$ cat config.mk
export PLATFORM = sky130hd
export DESIGN_NAME = interrupt_dispatch_controller_flat
export DESIGN_NICKNAME = d
export VERILOG_FILES = /design/src/rtl/core/idc_pkg.sv /design/src/rtl/core/idc_stream_if.sv /design/src/rtl/core/interrupt_dispatch_controller.sv /design/src/flat_wrapper.sv
export SDC_FILE = /design/constraint.sdc
export NUM_CORES = 1
export LEC_CHECK = 0
export BUFFER_PORTS_ARGS = -buffer_cell sky130_fd_sc_hd__buf_2
export CORE_MARGIN = 5
export CORE_UTILIZATION = 50
export CTS_CLUSTER_SIZE = 14
export DETAILED_ROUTE_END_ITERATION = 12
export PLACE_DENSITY = 0.87
export RECOVER_POWER = 25
export SLEW_MARGIN = 20
export SYNTH_ARGS = -nofsm -noshare
export SYNTH_HDL_FRONTEND = slang
export SYNTH_SLANG_ARGS = --single-unit
$ cat constraint.sdc
create_clock -name clk -period 3.6 [get_ports clk]
set_input_delay 0 -clock clk [delete_from_list [all_inputs] [get_ports clk]]
set_output_delay 0 -clock clk [all_outputs]
set_load 0.005 [all_outputs]
$ cat src/rtl/core/idc_pkg.sv
// Shared types and constants for the interrupt dispatch controller.
package idc_pkg;

	localparam int unsigned NumSourcesDefault = 5;
	localparam int unsigned SrcWidth = 5;

	localparam logic [1:0] MODE_RUN      = 2'd0;
	localparam logic [1:0] MODE_DISPATCH = 2'd2;
	localparam logic [1:0] MODE_UNKNOWN  = 2'd3;

	localparam logic OP_UPDATE   = 1'b0;
	localparam logic OP_DISPATCH = 1'b1;

	localparam logic [2:0] STEP_CLEAR_ME = 3'd0;
	localparam logic [2:0] STEP_IDLE     = 3'd1;
	localparam logic [2:0] STEP_PUSH_HI  = 3'd2;
	localparam logic [2:0] STEP_PUSH_LO  = 3'd3;
	localparam logic [2:0] STEP_VECTOR   = 3'd4;

	localparam logic [SrcWidth-1:0] STATUS_BIT = 5'b00010;
	localparam logic [15:0] VECTOR_BASE = 16'h0040;

	typedef struct packed {
		logic                opcode;
		logic [SrcWidth-1:0] enable_bits;
		logic [SrcWidth-1:0] request_bits;
		logic                status_line;
		logic [1:0]          mode_in;
		logic                enable_request;
		logic [15:0]         program_counter;
		logic [15:0]         stack_pointer;
	} cycle_t;

	typedef struct packed {
		logic [1:0]          mode_out;
		logic [2:0]          step_out;
		logic [SrcWidth-1:0] request_set_mask;
		logic [SrcWidth-1:0] request_clear_mask;
		logic                write_valid;
		logic [15:0]         write_address;
		logic [7:0]          write_data;
		logic                pc_write;
		logic [15:0]         new_pc;
		logic [15:0]         new_sp;
		logic                master_enable_out;
	} action_t;

endpackage

$ cat src/rtl/core/idc_stream_if.sv
// Valid/ready channel interface carrying one payload per transaction.
interface idc_stream_if #(
	parameter type payload_t = logic
);
	logic     valid;
	logic     ready;
	payload_t data;

	modport source (output valid, output data, input ready);
	modport sink (input valid, input data, output ready);
endinterface

$ cat src/rtl/core/interrupt_dispatch_controller.sv
// Interrupt dispatch controller: per-cycle update and five-step dispatch sequencer.
// Each cycle transaction is registered on input, evaluated against the controller
// state in one pass and written to an output register, so one transaction is taken
// every clock while the sink keeps up; an action held by a stalled sink stops intake only
// once the input register is also full. The controller state (step counter, master
// enable, delayed enable, status line history and latched pending set) advances
// once per transaction in acceptance order.
module interrupt_dispatch_controller #(
	parameter int unsigned NUM_SOURCES = idc_pkg::NumSourcesDefault
) (
	input logic clk,
	input logic arst_n,
	idc_stream_if.sink   cycle,
	idc_stream_if.source action
);
	import idc_pkg::*;

	localparam logic [SrcWidth-1:0] SrcMask =
		SrcWidth'(((1 << NUM_SOURCES) - 1) & ((1 << SrcWidth) - 1));

	cycle_t  cyc_s1;
	logic    valid_s1;
	action_t act_q;
	logic    act_valid_q;
	action_t act_d;
	logic    advance;

	logic [2:0]          step_q, step_d;
	logic                me_q, me_d;
	logic                ep_q, ep_d;
	logic                line_last_q, line_last_d;
	logic [SrcWidth-1:0] latched_q, latched_d;

	logic [1:0]          mode;
	logic [SrcWidth-1:0] req_eff;
	logic                hit;
	logic                blocked;
	logic                sched;
	logic [15:0]         sp_dec;

	assign advance      = valid_s1 && (!act_valid_q || action.ready);
	assign cycle.ready  = !valid_s1 || advance;
	assign action.valid = act_valid_q;
	assign action.data  = act_q;
	assign sp_dec       = cyc_s1.stack_pointer - 16'd1;

	always_comb begin
		step_d      = step_q;
		me_d        = me_q;
		ep_d        = ep_q;
		line_last_d = line_last_q;
		latched_d   = latched_q;
		mode        = (cyc_s1.mode_in == MODE_UNKNOWN) ? MODE_RUN : cyc_s1.mode_in;
		req_eff     = cyc_s1.request_bits;
		hit         = 1'b0;
		blocked     = 1'b0;
		sched       = 1'b0;
		act_d       = '0;
		act_d.new_pc = cyc_s1.program_counter;
		act_d.new_sp = cyc_s1.stack_pointer;
		if (cyc_s1.opcode == OP_UPDATE) begin
			sched = ep_q | cyc_s1.enable_request;
			ep_d  = 1'b0;
			if (cyc_s1.status_line && !line_last_q) begin
				act_d.request_set_mask = STATUS_BIT;
				req_eff = cyc_s1.request_bits | STATUS_BIT;
			end
			line_last_d = cyc_s1.status_line;
			hit = |(cyc_s1.enable_bits & req_eff & SrcMask);
			if (hit) begin
				mode = MODE_RUN;
			end
			blocked = sched && !me_q;
			if (blocked) begin
				me_d = 1'b1;
			end
			if (!blocked && me_q && hit) begin
				mode = MODE_DISPATCH;
			end
		end else begin
			if (cyc_s1.enable_request) begin
				ep_d = 1'b1;
			end
			case (step_q)
				STEP_CLEAR_ME: begin
					step_d = STEP_IDLE;
					me_d   = 1'b0;
				end
				STEP_IDLE: begin
					step_d = STEP_PUSH_HI;
				end
				STEP_PUSH_HI: begin
					step_d              = STEP_PUSH_LO;
					act_d.new_sp        = sp_dec;
					act_d.write_valid   = 1'b1;
					act_d.write_address = sp_dec;
					act_d.write_data    = cyc_s1.program_counter[15:8];
				end
				STEP_PUSH_LO: begin
					step_d              = STEP_VECTOR;
					latched_d           = cyc_s1.enable_bits & cyc_s1.request_bits & SrcMask;
					act_d.new_sp        = sp_dec;
					act_d.write_valid   = 1'b1;
					act_d.write_address = sp_dec;
					act_d.write_data    = cyc_s1.program_counter[7:0];
				end
				STEP_VECTOR: begin
					step_d         = STEP_CLEAR_ME;
					mode           = MODE_RUN;
					act_d.pc_write = 1'b1;
					act_d.new_pc   = '0;
					for (int i = SrcWidth - 1; i >= 0; i--) begin
						if (latched_q[i]) begin
							act_d.request_clear_mask = SrcWidth'(1 << i);
							act_d.new_pc = VECTOR_BASE + 16'(i << 3);
						end
					end
				end
				default: begin
					step_d = STEP_CLEAR_ME;
				end
			endcase
		end
		act_d.mode_out          = mode;
		act_d.step_out          = step_d;
		act_d.master_enable_out = me_d;
	end

	always_ff @(posedge clk or negedge arst_n) begin
		if (!arst_n) begin
			valid_s1    <= 1'b0;
			act_valid_q <= 1'b0;
			step_q      <= STEP_CLEAR_ME;
			me_q        <= 1'b0;
			ep_q        <= 1'b0;
			line_last_q <= 1'b0;
			latched_q   <= '0;
		end else begin
			if (cycle.ready) begin
				valid_s1 <= cycle.valid;
			end
			if (advance) begin
				act_valid_q <= 1'b1;
				step_q      <= step_d;
				me_q        <= me_d;
				ep_q        <= ep_d;
				line_last_q <= line_last_d;
				latched_q   <= latched_d;
			end else if (action.ready) begin
				act_valid_q <= 1'b0;
			end
		end
	end

	always_ff @(posedge clk) begin
		if (cycle.valid && cycle.ready) begin
			cyc_s1 <= cycle.data;
		end
		if (advance) begin
			act_q <= act_d;
		end
	end

	a_push_steps: assert property (@(posedge clk) disable iff (!arst_n)
		act_valid_q && act_q.write_valid |->
			(act_q.step_out == STEP_PUSH_LO || act_q.step_out == STEP_VECTOR))
		else $error("stack push outside the push steps");

	a_vector_ends: assert property (@(posedge clk) disable iff (!arst_n)
		act_valid_q && act_q.pc_write |->
			(act_q.step_out == STEP_CLEAR_ME && act_q.mode_out == MODE_RUN))
		else $error("vector issued without ending the sequence");

	a_full_stall: assert property (@(posedge clk) disable iff (!arst_n)
		valid_s1 && act_valid_q && !action.ready |-> !cycle.ready)
		else $error("intake open while both registers are full");

	a_advance_shows: assert property (@(posedge clk) disable iff (!arst_n)
		advance |=> act_valid_q)
		else $error("evaluated transaction did not reach the output register");

endmodule

$ cat src/flat_wrapper.sv
// flat-port wrapper written by rule: the top's interface ports become plain ports
module interrupt_dispatch_controller_flat import idc_pkg::*;
#(
	parameter int unsigned NUM_SOURCES = idc_pkg::NumSourcesDefault
)
  (clk, arst_n, cycle_valid, cycle_data, cycle_ready, action_valid, action_data, action_ready);
  idc_stream_if #(.payload_t(cycle_t)) cycle_i ();
  idc_stream_if #(.payload_t(action_t)) action_i ();
  input logic clk;
  input logic arst_n;
  input wire logic [$bits(cycle_i.valid)-1:0] cycle_valid;
  input wire logic [$bits(cycle_i.data)-1:0] cycle_data;
  output wire logic [$bits(cycle_i.ready)-1:0] cycle_ready;
  output wire logic [$bits(action_i.valid)-1:0] action_valid;
  output wire logic [$bits(action_i.data)-1:0] action_data;
  input wire logic [$bits(action_i.ready)-1:0] action_ready;
  assign cycle_i.valid = cycle_valid;
  assign cycle_i.data = cycle_data;
  assign cycle_ready = cycle_i.ready;
  assign action_valid = action_i.valid;
  assign action_data = action_i.data;
  assign action_i.ready = action_ready;
  interrupt_dispatch_controller #(.NUM_SOURCES(NUM_SOURCES)) u_core (.clk(clk), .arst_n(arst_n), .cycle(cycle_i), .action(action_i));
endmodule
==> impl_metrics.env, run 1 <==
export IMPL_die_x_um=112
export IMPL_fin_crit_sh_pct=64.4
export IMPL_wl_um=11100
export IMPL_ys_types=51
export IMPL_die_y_um=112
export IMPL_status="complete, no violations"
export IMPL_yosys_register_bits=130
export IMPL_postCtsSetupBuffers=0
export IMPL_ios=127
export IMPL_regArea_mm2=0.00384
export IMPL_crit_chain="inv_1, ha_1, nor3b_4, nand2_1, or4b_1, a21oi_1"
export IMPL_grt_start_max_net_pins=48
export IMPL_gp_congestion=0.811
export IMPL_min_path_type="in -> reg"
export IMPL_drv_cap=0
export IMPL_finalSetupTns_ns=0
export IMPL_pwr_share_clk_pct=37.4
export IMPL_clockBufferDepth=2
export IMPL_critPathRequiredTime_ns=3.96
export IMPL_stdcell_count=676
export IMPL_fin_nets=579
export IMPL_yosys_warnings=0
export IMPL_finish_utilization_pct=67.8
export IMPL_finalHoldViolCount=0
export IMPL_fin_crit_ns=2.32
export IMPL_clk_pin_slew_worst_paths_ns=0.06
export IMPL_drc_errors=0
export IMPL_leakage_nw=2.69
export IMPL_max_slew_margin_rel_pct=51.3
export IMPL_timing_fmax_mhz=431
export IMPL_area_growth_syn_to_layout_pct=33.9
export IMPL_n_fill_cell=735
export IMPL_wl_per_cell_um=16.5
export IMPL_core_mm2=0.0102
export IMPL_die_area_mm2=0.0125
export IMPL_powerDensity_mw_per_mm2=601
export IMPL_drive_above_1_share_pct=26.1
export IMPL_synthesis_instances=345
export IMPL_crit_buf_inv=1
export IMPL_first_pass_iters=4
export IMPL_syn_area_per_cell_um2=15.0
export IMPL_clkSinkCount=130
export IMPL_antenna_found_initial=0
export IMPL_numCtsBuffers=17
export IMPL_num_rows=37
export IMPL_seq_area_frac_synth_pct=74.1
export IMPL_clk_insertion_delay_late_ns=0.52
export IMPL_multi_input_area_mm2=0.00123
export IMPL_syn_area_mm2=0.00518
export IMPL_p_sw_mw=1.05
export IMPL_post_cts_resize_count=0
export IMPL_tightestPinTransition_ns=0.730
export IMPL_overflow=0
export IMPL_power_internal_mw=3.12
export IMPL_critPathSlowestCell="or4b_1"
export IMPL_grt_pass1_wl_um=18000
export IMPL_hpwl_um=7090
export IMPL_rsz0062_at_grt="false"
export IMPL_crit_family="simple AND/OR/NAND/NOR gates"
export IMPL_cts_root_buf="clkbuf_8"
export IMPL_slowest_delay_ns=0.54
export IMPL_finalSetupViolations=0
export IMPL_synth_edf_count=117
export IMPL_cts_tree="yes"
export IMPL_slew_viol_final=0
export IMPL_antenna_left=0
export IMPL_via_per_inst=4.96
export IMPL_critPathMaxFanout=9
export IMPL_grt_usage_pct=18.6
export IMPL_cts_max_level=4
export IMPL_combPwrFrac_pct=13.9
export IMPL_pwr_share_seq_pct=48.7
export IMPL_critical_path_class="reg -> reg"
export IMPL_diodes=0
export IMPL_worstPathArrival_ns=2.68
export IMPL_vdd_drop_max_uv=274
export IMPL_crit_path_start_kind="register"
export IMPL_grt_pass1_vias=3547
export IMPL_dp_cells=592
export IMPL_port_buffers=122
export IMPL_switching_share_pct=25.2
export IMPL_cp_end_kind="register"
export IMPL_synth_ff_type="edfxtp_1"
export IMPL_skew_ns=0.00676
export IMPL_start_util_pct=50.6
export IMPL_synthArstFlopShare_pct=10.0
export IMPL_total_power_mw=4.17
export IMPL_drt_iter0_drc=171
export IMPL_num_vias=3355
-- metal layers --
| metal | track usage [%] | vias up | share of wire, % |
|---|---|---|---|
| li1 | - | 1618 | - |
| met1 | 22.3 | 1587 | 40 |
| met2 | 30.9 | 130 | 51 |
| met3 | 4.95 | 20 | 5.9 |
| met4 | 9.25 | 0 | 2.4 |
| met5 | 0 | - | 0 |
-- cell usage after synthesis, drive strengths merged (2+ instances only) --
cell | count | share of area [%]
a21oi | 8 | 0.77
a31oi | 2 | 0.24
or4 | 3 | 0.58
a21o | 2 | 0.29
dfrtp | 13 | 6.3
nand2b | 3 | 0.36
xnor2 | 16 | 2.7
nand2 | 27 | 2.0
mux2i | 10 | 1.9
nor2b | 4 | 0.48
xor2 | 8 | 1.4
nor3 | 7 | 0.68
inv | 6 | 0.43
nor2 | 32 | 2.6
buf | 9 | 1.1
o41ai | 2 | 0.34
and2 | 15 | 1.8
nor3b | 3 | 0.65
clkbuf | 9 | 0.68
or3 | 3 | 0.39
nand3 | 6 | 0.58
o21ai | 11 | 1.1
edfxtp | 117 | 68
nand3b | 3 | 0.43
nor4 | 5 | 0.97
o31ai | 2 | 0.29
mux2 | 3 | 0.65
and3 | 2 | 0.24
-- path summary, 6_finish.rpt --
kind | from | to | cells past startpoint | slack (ns)
max | u_core.cyc_s1[0]$_DFFE_PP_ | u_core.action.data[56]$_SDFFCE_PN0P_ | 6 | 1.28
min | cycle_data[37] | u_core.cyc_s1[37]$_DFFE_PP_ | 2 | 0.19
max reg2reg | u_core.cyc_s1[0]$_DFFE_PP_ | u_core.action.data[56]$_SDFFCE_PN0P_ | 6 | 1.28
min reg2reg | u_core.ep_q$_DFFE_PN0P_ | u_core.ep_q$_DFFE_PN0P_ | 2 | 0.50
max in group asynchronous | arst_n | u_core.latched_q[4]$_DFFE_PN0P_ | 3 | 2.63
min in group asynchronous | arst_n | u_core.action.valid$_DFFE_PN0P_ | 3 | 0.55
-- flip-flops by register name, summed over array words and instances (netlist names) --
signal / count
u_core.latched_q: 5
u_core.line_last_q: 1
u_core.me_q: 1
u_core.action.valid: 1
u_core.ep_q: 1
u_core.step_q: 3
u_core.valid_s1: 1
u_core.action.data: 70
u_core.cyc_s1: 47
-- repair_timing --
item,CTS,global route
hold buffers,52,0
endpoints found under the hold margin,62,0
endpoints found under the setup margin,0,0
-- cell usage in the layout, fill, tap and decap left out, types with 3 or more instances in the layout --
cell / n
nor4_2: 3
nor2b_1: 4
a21oi_1: 8
clkbuf_1: 28
buf_2: 95
nand3b_1: 3
conb_1: 4
mux2i_1: 10
xor2_1: 8
nand3_1: 6
and2_1: 14
mux2_2: 3
inv_1: 5
o21ai_0: 11
clkinvlp_4: 3
dfrtp_1: 13
clkinv_2: 5
nand2b_1: 3
buf_4: 4
clkbuf_16: 16
nand2_1: 27
dlygate4sd3_1: 52
nor2_1: 31
edfxtp_1: 117
xnor2_1: 16
nor3_1: 7
clkinv_1: 4
-- area by class of cell --
class	count	share of cell area (%)
clock buffers	19	6.08
repair buffers	178	16.3
clock inverters	13	1.71
multi-input cells	193	17.8
well taps	136	2.45
flip-flops and latches	130	55.3
inverters	7	0.379
-- worst register-to-register path: cells and delay by family (launching register included) --
kind	cells	cell delay (ns)
compound gates	1	0.16
fa+ha+maj	1	0.21
buf+inv	1	0.13
flops	1	0.45
simple gates	3	1.22
-- logic make-up after synthesis --
kind of cell               Yosys count  synth area share [%]
AOI/OAI and AO/OA                   32                  3.84
buffers and inverters               25                  2.32
other                                1                0.0724
xor gates and xnor gates            24                  4.06
and+or+nand+nor                    119                  12.8
adders and majority gates            1                 0.242
muxes                               13                  2.59
DFF                                130                  74.1
-- through the flow --
stage,instance area (um2),hold slack (ns),setup WS [ns]
floorplan,5190,-0.296,0.998
global placement,5910,-0.0947,1.45
detailed placement,5910,-0.0833,1.28
CTS,6970,0.167,1.28
global route,6940,0.183,1.09
finish,6940,0.191,1.28
-- power by group through the flow --
stage	logic (mW)	registers, mW	clock network [mW]
finish	0.578	2.03	1.56
global route	0.643	2.06	1.66
CTS	0.587	2.03	1.58
detailed placement	0.540	2.06	0
global placement	0.519	2.05	0
floorplan	0.354	2.01	0
Note: power is estimated with default switching activity, not from simulation.
==> run 2, diff against run 1 <==
==> constraint.sdc (replaced) <==
create_clock -name clk -period 2.3 [get_ports clk]
set_input_delay 0 -clock clk [delete_from_list [all_inputs] [get_ports clk]]
set_output_delay 0 -clock clk [all_outputs]
set_load 0.005 [all_outputs]
==> run 2 against run 1 <==
Combinational power rose by 76%. First-iteration DRC count rose by 34%. Critical path depth fell by 2. Clock skew rose by 0.0024 ns. Maximum frequency rose by 10%. Core utilization rose by 1.6 points. Cell count rose by 1.0%. Clock power rose by 76%. Non-clock buffer count rose by 6. Critical path type unchanged. Critical endpoint unchanged. Highest routed layer unchanged.
==> impl_metrics.env, run 2 (synthesized netlist as in run 1, its figures left out) <==
export IMPL_whs_endpoint="u_core.cyc_s1[35]$_DFFE_PP_"
export IMPL_die_x_um=112
export IMPL_fin_area_mm2=0.00710
export IMPL_skew_ns=0.00917
export IMPL_first_pass_iters=4
export IMPL_drv_cap=0
export IMPL_cts_tree="yes"
export IMPL_overflow=0
export IMPL_grt_start_max_net_pins=57
export IMPL_hpwl_um=7040
export IMPL_total_power_mw=6.89
export IMPL_fin_nets=585
export IMPL_die_y_um=112
export IMPL_dp_cells=598
export IMPL_vdd_drop_max_uv=530
export IMPL_reg2reg_to="u_core.action.data[56]$_SDFFCE_PN0P_"
export IMPL_min_path_cells=2
export IMPL_final_common_cell="edfxtp_1"
export IMPL_drc_errors=0
export IMPL_cp_end_kind="register"
export IMPL_hp_start="cycle_data[35]"
export IMPL_status="complete, no violations"
export IMPL_clkSinkCount=130
export IMPL_place_area_mm2=0.00599
export IMPL_critical_path_class="reg -> reg"
export IMPL_fin_crit_sh_pct=91.3
export IMPL_reg2regPathDepth=4
export IMPL_leakage_nw=2.77
export IMPL_n_fill_cell=713
export IMPL_worstPathArrival_ns=2.47
export IMPL_num_vias=3405
export IMPL_powerDensity_mw_per_mm2=971
export IMPL_min_path_type="in -> reg"
export IMPL_finalSetupViolations=0
export IMPL_r2r_start="u_core.cyc_s1[6]$_DFFE_PP_"
export IMPL_via_per_inst=4.99
export IMPL_drive_above_1_share_pct=27.7
export IMPL_area_growth_syn_to_layout_pct=37.1
export IMPL_max_slew_margin_rel_pct=59.4
export IMPL_wl_per_cell_um=16.5
export IMPL_clk_pin_slew_worst_paths_ns=0.06
export IMPL_layout_cells_most_common_list="117 x edfxtp_1, 97 x buf_2, 52 x dlygate4sd3_1, 31 x nor2_1, 28 x clkbuf_1"
export IMPL_numCtsBuffers=17
export IMPL_grt_pass1_vias=3547
export IMPL_drt_iter0_drc=229
export IMPL_port_buffers=122
export IMPL_antenna_found_initial=1
export IMPL_critPathMaxFanout=5
export IMPL_start_util_pct=50.6
export IMPL_grt_pass1_wl_um=18200
export IMPL_num_rows=37
export IMPL_antenna_left=0
export IMPL_core_mm2=0.0102
export IMPL_wl_um=11300
export IMPL_grt_usage_pct=19.1
export IMPL_stdcell_count=683
export IMPL_tightestPinTransition_ns=0.607
export IMPL_largest_reg_flops=70
export IMPL_clk_insertion_delay_late_ns=0.51
export IMPL_cts_root_buf="clkbuf_8"
export IMPL_critPathRequiredTime_ns=2.67
export IMPL_ios=127
export IMPL_fin_crit_ns=2.10
export IMPL_r2r_slack_ns=0.20
export IMPL_finalSetupTns_ns=0
export IMPL_crit_path_start_kind="register"
export IMPL_regArea_mm2=0.00384
export IMPL_timing_fmax_mhz=476
export IMPL_multi_input_area_mm2=0.00123
export IMPL_clockBufferDepth=2
export IMPL_slew_viol_final=0
export IMPL_gp_congestion=0.811
export IMPL_finalHoldViolCount=0
export IMPL_postCtsSetupBuffers=0
export IMPL_rsz0062_at_grt="false"
export IMPL_cts_max_level=4
export IMPL_die_area_mm2=0.0125
export IMPL_crit_start="u_core.cyc_s1[6]$_DFFE_PP_"
run 2: stage by stage:
stage | util [%] | hold slack [ns] | setup slack (ns)
2_1_floorplan | - | -0.296 | 0.106
3_3_place_gp | 58.6 | -0.101 | 0.368
3_5_place_dp | 58.6 | -0.0936 | 0.266
4_1_cts | 69.7 | 0.151 | 0.221
5_1_grt | 69.4 | 0.174 | 0.0364
6_report | 69.4 | 0.187 | 0.200
run 2: area by class of cell:
class / instances / share of cell area [%]
clock inverter: 10 / 2.19
timing repair buffer: 184 / 17.0
sequential: 130 / 54.1
antenna: 1 / 0.0352
tap: 136 / 2.40
multi-input combinational: 193 / 17.4
inverter: 7 / 0.423
clock buffer: 22 / 6.52
run 2: worst max-delay path by stage:
stage | to | slack (ns) | cells after the start
6_report | u_core.action.data[56]$_SDFFCE_PN0P_ | 0.20 | 4
5_1_grt | u_core.action.data[56]$_SDFFCE_PN0P_ | 0.04 | 4
4_1_cts | u_core.action.data[56]$_SDFFCE_PN0P_ | 0.22 | 4
3_5_place_dp | u_core.action.data[57]$_SDFFCE_PN0P_ | 0.27 | 4
3_3_place_gp | u_core.action.data[57]$_SDFFCE_PN0P_ | 0.37 | 4
2_1_floorplan | u_core.step_q[0]$_DFFE_PN0P_ | 0.11 | 4
run 2: worst max-delay path, stage by stage (launching register included):
cell and delay [ns]:
edfxtp_1 0.49, nor4_2 0.52, nand2_1 0.25, or4b_1 0.55, a21oi_1 0.14
run 2: power by group:
part	internal (mW)	total, mW	switching [mW]	leakage [nW]
sequential	2.95	3.12	0.174	1.30
combinational	0.460	1.02	0.560	1.18
clock	1.84	2.75	0.916	0.301
total	5.24	6.89	1.65	2.77
run 2: routing by layer:
layer / wire (um) / GRT usage [%]
met4: 285 / 9.81
met1: 4390 / 22.2
met5: 0 / 0
met2: 5930 / 32.0
met3: 663 / 5.87
run 2: what timing repair did:
item                       CTS  global route
resized for setup            0             0
hold buffers                52             0
hold endpoints to repair    63             0
setup endpoints to repair    0             0
